### config.mk
export PLATFORM = sky130hd
export DESIGN_NAME = sorted_priority_queue_top
export DESIGN_NICKNAME = d
export VERILOG_FILES = /design/src/rtl/spq_pkg.sv /design/src/rtl/spq_ctrl.sv /design/src/rtl/spq_datapath.sv /design/src/rtl/sorted_priority_queue_top.sv
export SDC_FILE = /design/constraint.sdc
export NUM_CORES = 2
export LEC_CHECK = 0
export ABC_AREA = 1
export ABC_CLOCK_PERIOD_IN_PS = 4100
export BUFFER_PORTS_ARGS = -buffer_cell sky130_fd_sc_hd__buf_2
export CAP_MARGIN = 20
export CORE_MARGIN = 2
export CORE_UTILIZATION = 55
export DETAILED_ROUTE_END_ITERATION = 10
export GPL_ROUTABILITY_DRIVEN = 0
export PLACE_DENSITY_LB_ADDON = 0.1
export REMOVE_ABC_BUFFERS = 1
export SETUP_SLACK_MARGIN = 0.4
export SLEW_MARGIN = 20
export SYNTH_ARGS = -nofsm -noshare
export SYNTH_HDL_FRONTEND = slang
export SYNTH_SLANG_ARGS = --single-unit
### constraint.sdc
create_clock -name clk_i -period 4.1 [get_ports clk_i]
set_input_delay 1.025 -clock clk_i [delete_from_list [all_inputs] [get_ports clk_i]]
set_output_delay 1.025 -clock clk_i [all_outputs]
set_load 0.03 [all_outputs]
### src/rtl/spq_pkg.sv
// ----------------------------------------------------------------------------
// spq_pkg
// Types and constants of the sorted priority queue.
// ----------------------------------------------------------------------------
package spq_pkg;

  localparam int DEPTH = 16;
  localparam int CNT_W = $clog2(DEPTH + 1);
  localparam int IDX_W = (DEPTH > 1) ? $clog2(DEPTH) : 1;

  typedef enum logic [1:0] {
    REQ_PUSH  = 2'd0,
    REQ_POLL  = 2'd1,
    REQ_CLEAR = 2'd2
  } req_e;

  typedef enum logic [1:0] {
    STS_OK    = 2'd0,
    STS_EMPTY = 2'd1,
    STS_FULL  = 2'd2
  } status_e;

  typedef struct packed {
    logic [1:0]         req_type;
    logic signed [31:0] value;
  } req_t;

  typedef struct packed {
    logic signed [31:0] top_value;
    logic               empty_flag;
    logic [4:0]         entry_count;
    logic [1:0]         status;
  } rsp_t;

  typedef struct packed {
    logic load;
    logic exec;
    logic resp;
  } cmd_t;

endpackage

### src/rtl/spq_ctrl.sv
// ----------------------------------------------------------------------------
// spq_ctrl
// Request sequencer: latch, execute, read back, strobe the result.
// ----------------------------------------------------------------------------
module spq_ctrl (
  input  logic          clk_i,
  input  logic          rst_ni,
  input  logic          start_i,
  output spq_pkg::cmd_t cmd_o,
  output logic          busy_o,
  output logic          done_o
);
  import spq_pkg::*;

  typedef enum logic [2:0] {
    ST_IDLE = 3'b001,
    ST_EXEC = 3'b010,
    ST_RESP = 3'b100
  } state_e;

  state_e state_q, state_d;
  logic   done_q, done_d;

  always_comb begin
    state_d    = state_q;
    cmd_o.load = 1'b0;
    cmd_o.exec = 1'b0;
    cmd_o.resp = 1'b0;
    done_d     = 1'b0;
    case (state_q)
      ST_IDLE: begin
        if (start_i) begin
          cmd_o.load = 1'b1;
          state_d    = ST_EXEC;
        end
      end
      ST_EXEC: begin
        cmd_o.exec = 1'b1;
        state_d    = ST_RESP;
      end
      ST_RESP: begin
        cmd_o.resp = 1'b1;
        done_d     = 1'b1;
        state_d    = ST_IDLE;
      end
      default: begin
        state_d = ST_IDLE;
      end
    endcase
  end

  always_ff @(posedge clk_i or negedge rst_ni) begin
    if (!rst_ni) begin
      state_q <= ST_IDLE;
      done_q  <= 1'b0;
    end else begin
      state_q <= state_d;
      done_q  <= done_d;
    end
  end

  assign busy_o = (state_q != ST_IDLE);
  assign done_o = done_q;

endmodule

### src/rtl/spq_datapath.sv
// ----------------------------------------------------------------------------
// spq_datapath
// Sorted cell array with entry count, status and result register.
// ----------------------------------------------------------------------------
module spq_datapath (
  input  logic          clk_i,
  input  logic          rst_ni,
  input  spq_pkg::cmd_t cmd_i,
  input  spq_pkg::req_t req_i,
  output spq_pkg::rsp_t rsp_o
);
  import spq_pkg::*;

  req_t               req_q;
  logic signed [31:0] entries_q [DEPTH];
  logic signed [31:0] ins_d     [DEPTH];
  logic [DEPTH-1:0]   shift;
  logic [CNT_W-1:0]   count_q, count_d;
  status_e            status_q, status_d;
  rsp_t               rsp_q, rsp_d;
  logic               full, empty, do_push;
  logic [CNT_W-1:0]   cnt_m1;
  logic [31:0]        cnt_wide;

  assign full    = (count_q == CNT_W'(DEPTH));
  assign empty   = (count_q == '0);
  assign do_push = (req_q.req_type == REQ_PUSH) && !full;

  always_comb begin
    for (int i = 0; i < DEPTH; i++) begin
      shift[i] = (CNT_W'(i) < count_q) && (req_q.value < entries_q[i]);
    end
    for (int i = 0; i < DEPTH; i++) begin
      if ((i > 0) && shift[(i > 0) ? i - 1 : 0]) begin
        ins_d[i] = entries_q[(i > 0) ? i - 1 : 0];
      end else if (shift[i] || (CNT_W'(i) == count_q)) begin
        ins_d[i] = req_q.value;
      end else begin
        ins_d[i] = entries_q[i];
      end
    end
  end

  always_comb begin
    count_d  = count_q;
    status_d = STS_OK;
    case (req_q.req_type)
      REQ_PUSH: begin
        if (full) status_d = STS_FULL;
        else      count_d  = count_q + CNT_W'(1);
      end
      REQ_POLL: begin
        if (empty) status_d = STS_EMPTY;
        else       count_d  = count_q - CNT_W'(1);
      end
      REQ_CLEAR: begin
        count_d = '0;
      end
      default: begin
        count_d = count_q;
      end
    endcase
  end

  assign cnt_m1   = count_q - CNT_W'(1);
  assign cnt_wide = 32'(count_q);

  always_comb begin
    rsp_d.top_value   = empty ? 32'sd0 : entries_q[cnt_m1[IDX_W-1:0]];
    rsp_d.empty_flag  = empty;
    rsp_d.entry_count = cnt_wide[4:0];
    rsp_d.status      = status_q;
  end

  always_ff @(posedge clk_i or negedge rst_ni) begin
    if (!rst_ni) begin
      count_q <= '0;
    end else if (cmd_i.exec) begin
      count_q <= count_d;
    end
  end

  always_ff @(posedge clk_i) begin
    if (cmd_i.load) req_q <= req_i;
    if (cmd_i.exec) begin
      status_q <= status_d;
      if (do_push) entries_q <= ins_d;
    end
    if (cmd_i.resp) rsp_q <= rsp_d;
  end

  assign rsp_o = rsp_q;

endmodule

### src/rtl/sorted_priority_queue_top.sv
// ----------------------------------------------------------------------------
// sorted_priority_queue_top
// A request is latched at the accept edge, updates the sorted cell array in
// the execute state (a push compares against every cell at once and shifts
// the larger ones up) and reads the top entry into the result register in
// the response state. busy is high in the execute and response states;
// done_o pulses for one cycle, with rsp_o valid until the next readback;
// the receiver cannot hold it off, so it must sample rsp_o whenever
// done_o is high. A new request may be started in the same cycle as done_o.
// ----------------------------------------------------------------------------
module sorted_priority_queue_top (
  input  logic          clk_i,
  input  logic          rst_ni,
  input  logic          start,
  output logic          busy,
  input  spq_pkg::req_t req_i,
  output spq_pkg::rsp_t rsp_o,
  output logic          done_o
);
  import spq_pkg::*;

  cmd_t cmd;

  spq_ctrl u_ctrl (
    .clk_i   (clk_i),
    .rst_ni  (rst_ni),
    .start_i (start),
    .cmd_o   (cmd),
    .busy_o  (busy),
    .done_o  (done_o)
  );

  spq_datapath u_dp (
    .clk_i  (clk_i),
    .rst_ni (rst_ni),
    .cmd_i  (cmd),
    .req_i  (req_i),
    .rsp_o  (rsp_o)
  );

endmodule

==> results by group <==
Worst setup path
  – Crit Path Max Fanout: 26
  – CP required: 4.42 ns
  – Crit path DAT: between 3 and 4 ns
  – Crit Path Class: reg -> reg
  – Worst Setup End Kind: register
  – Startpoint Class: register
  – FF-to-FF setup slack: 0.72 ns

Drt
  – Vias per cell: 5.42
  – Initial drt markers: ~2300
  – WL/cell: 16.8 µm
  – Via count: 32100
  – Residual DRC: 0
  – Final wirelength: 99.3 mm
  – Post-route ant nets: 0
  – Pre-antenna DRT Iters: 5

GRT
  – Pin count of the biggest net entering global routing: 257
  – Busiest metal layer after global routing: met2
  – Met2 Use GR: 0.420
  – Grt total ovfl: 0
  – Met3 usage: 0.0298
  – First-pass GRT wire length: 159 mm
  – Number of global-route vias before repair: 30500
  – M1 GR Usage: 0.357
  – Total GRT Usage: 0.255
  – Initial antenna violation count: 0

Timing
  – RSZ-0062 raised after global routing: no
  – Setup Skew: 0.0165 ns
  – Max-slew violations: 0
  – Final setup vio count: 0
  – Worst Tran Pin Value: 1.19 ns
  – Min cycle time layout: roughly 3.4 ns
  – WHS: roughly 0.27 ns
  – FMAX: 296 MHz
  – Relative slew slack: 0.209
  – Period utilization: 0.825
  – Final-report hold violation count: 0

Synthesis
  – Post-Synth Simple-Gate Area: 0.136
  – Flops & latches, synth: between 500 and 600
  – Synth async-reset ratio: 0.0151
  – Post-synth top cells: nand2_1 (995), inv_1 (671), edfxtp_1 (588)
  – Yosys warns: 0
  – Number of flops mapped to enable cells by yosys: 588
  – Compound-Gate Fraction of Synth Area: 0.187
  – Register area share after synthesis: 0.428
  – Mux contribution to synthesized area: 0
  – Post-synthesis xor/xnor area fraction: 0.000599
  – Synth area leader: edfxtp_1
  – Largest family of logic cells by synthesized area: compound AO/OA/AOI/OAI gates
  – Synth Area in Adders: 0.151
  – Yosys cell types: 36
  – Synth Instances: 4898
  – Top-area cell type share of the netlist area: 0.423
  – Most frequent cell after synthesis: nand2_1
  – Syn_area_per_cell: 8.53 µm²
  – Ys flop type: edfxtp_1
  – Synth top area cells: edfxtp_1 (42%), ha_1 (15%), nand2_1 (8.9%)
  – Mapped cell area: 41800 µm²

Power
  – P_int: about 16 mW
  – Power consumption: 28.0 mW
  – Reg power frac: 0.292
  – Switching share of power: 0.440
  – Clock network fraction of total power: 0.222
  – Power per standard cell area: 621 nW/µm²
  – Switch Pwr: around 12 mW
  – Worst vdd ir: just over 0.0008 V
  – Combinational power share: 0.487
  – Lkg Pwr: 20.8 nW

Finish
  – Area Overhead vs Synth: 8.09%
  – Final Non-Filler Cells: about 6000
  – Nets: 5442
  – Util after Layout: 0.597
  – Layout cells sized above 1: 0.0826
  – Number of fill cells in the layout: 6606

Clock tree
  – Worst skew pair latency: 0.62 ns
  – CTS tree: built
  – Cts hold-fix bufs: 0
  – H-tree lvl count: 3
  – Clock transition at path regs: 0.06 ns
  – CTS Buf Count: between 70 and 80
  – Clk sinks: roughly 600
  – CTS Buffer Depth: 3
  – CTS root buf: clkbuf_16

Die
  – Area of the die: 78200 µm²
  – Die Y: 280 µm
  – Io pins: 79
  – Core area: approximately 76000 µm²
  – Starting Density: 0.553
  – Die W: approximately 280 µm
  – Row cnt: 101

Place
  – I/O Buffers: between 70 and 80
  – HPWL Detailed: 73.2 mm
  – Placed Cells: 5804

Flow run
  – Number of max-cap violations: 0

Worst hold path
  – Worst hold path type: in -> async

Run status
  – Outcome: finished clean
-- routing by layer --
| metal | vias to the layer above | routed length (µm) |
|---|---|---|
| met5 | - | 0 |
| met4 | 0 | 2460 |
| met3 | 140 | 4390 |
| met2 | 638 | 45000 |
| met1 | 14500 | 47400 |
| li1 | 16800 | - |
-- path summary, 6_finish.rpt --
path                                   from                  end  cells after the start
min in group clk_i         u_dp.status_q[1]        u_dp.rsp_o[1]                      0
hold / removal                       rst_ni    u_ctrl.state_q[2]                      1
setup / recovery             u_dp.req_q[17]  u_dp.entries_q[225]                     13
hold reg to reg            u_dp.status_q[1]        u_dp.rsp_o[1]                      0
setup reg to reg             u_dp.req_q[17]  u_dp.entries_q[225]                     13
max in group asynchronous            rst_ni    u_ctrl.state_q[0]                      1
-- final cells by class --
cell class                      instances  area (µm²)  area share
Tap cell                              978        1220      0.0271
Timing Repair Buffer                  182        1380      0.0305
Antenna cell                            1        2.50   0.0000554
Clock buffer                           89        1950      0.0432
Inverter                              673        2530      0.0562
Clock inverter                         32         297     0.00657
Multi-Input combinational cell       3376       19900       0.440
Sequential cell                       597       17900       0.396
-- worst max-delay path: stages, from the launching register on --
cell	delay, ns
edfxtp_1	0.91
ha_1	0.40
a21oi_1	0.15
o21ai_0	0.10
nand2_1	0.08
nand3_1	0.06
a21oi_1	0.18
nand2_1	0.08
nand2_1	0.07
nand3_2	0.27
nand3_1	0.19
nand2_1	0.06
inv_1	0.27
buf_12	0.23
-- logic make-up (layout without fill, tap and decap cells) --
| kind of cell | count (synthesis) | after routing |
|---|---|---|
| AOI/OAI and AO/OA | 1473 | 1473 |
| other | 0 | 1 |
| DFF | 597 | 597 |
| and+or+nand+nor | 1397 | 1397 |
| adders and majority gates | 504 | 504 |
| xor gates and xnor gates | 2 | 2 |
| buffers and inverters | 925 | 976 |
-- state kept, by name, indices dropped and copies added (netlist names) --
name / count
u_dp.count_q: 5
u_ctrl.done_o: 1
u_dp.entries_q: 512
u_dp.rsp_o: 40
u_ctrl.state_q: 3
u_dp.status_q: 2
u_dp.req_q: 34
-- cells in the final DEF, fill, tap and decap left out, types with 76 or more instances in the layout --
| cell type | synthesis | layout |
|---|---|---|
| buf_2 | 37 | 78 |
| buf_4 | 10 | 86 |
| o21ai_0 | 510 | 510 |
| a21oi_1 | 535 | 533 |
| nand3_1 | 143 | 142 |
| nor2_1 | 177 | 176 |
| o21ai_2 | 100 | 100 |
| inv_1 | 671 | 669 |
| o21ai_1 | 307 | 307 |
| nand2_1 | 995 | 995 |
| edfxtp_1 | 588 | 588 |
| clkbuf_16 | 0 | 76 |
| ha_1 | 504 | 503 |
-- power by group through the flow --
stage | Sequential (mW) | Combinational, mW | Clock (mW)
CTS | 8.17 | 13.6 | 6.34
global route | 8.20 | 15.5 | 6.51
detailed placement | 8.30 | 13.5 | 0
floorplan | 8.55 | 8.56 | 0
finish | 8.17 | 13.6 | 6.21
global placement | 8.30 | 13.2 | 0
-- through the flow --
stage / TNS (ns) / setup WS [ns] / cell area, µm²
5_1_grt: 0 / 0.414 / 45100
3_3_place_gp: 0 / 0.687 / 42800
4_1_cts: 0 / 0.644 / 45100
3_5_place_dp: 0 / 0.672 / 42900
6_report: 0 / 0.718 / 45100
2_1_floorplan: -1467.84 / -4.27 / 40200
-- timing repair --
action                     in CTS  in global routing
resized for setup               0                  0
setup endpoints to repair       0                156
buffers inserted                0                  2
(Power assumes the default switching activity.)
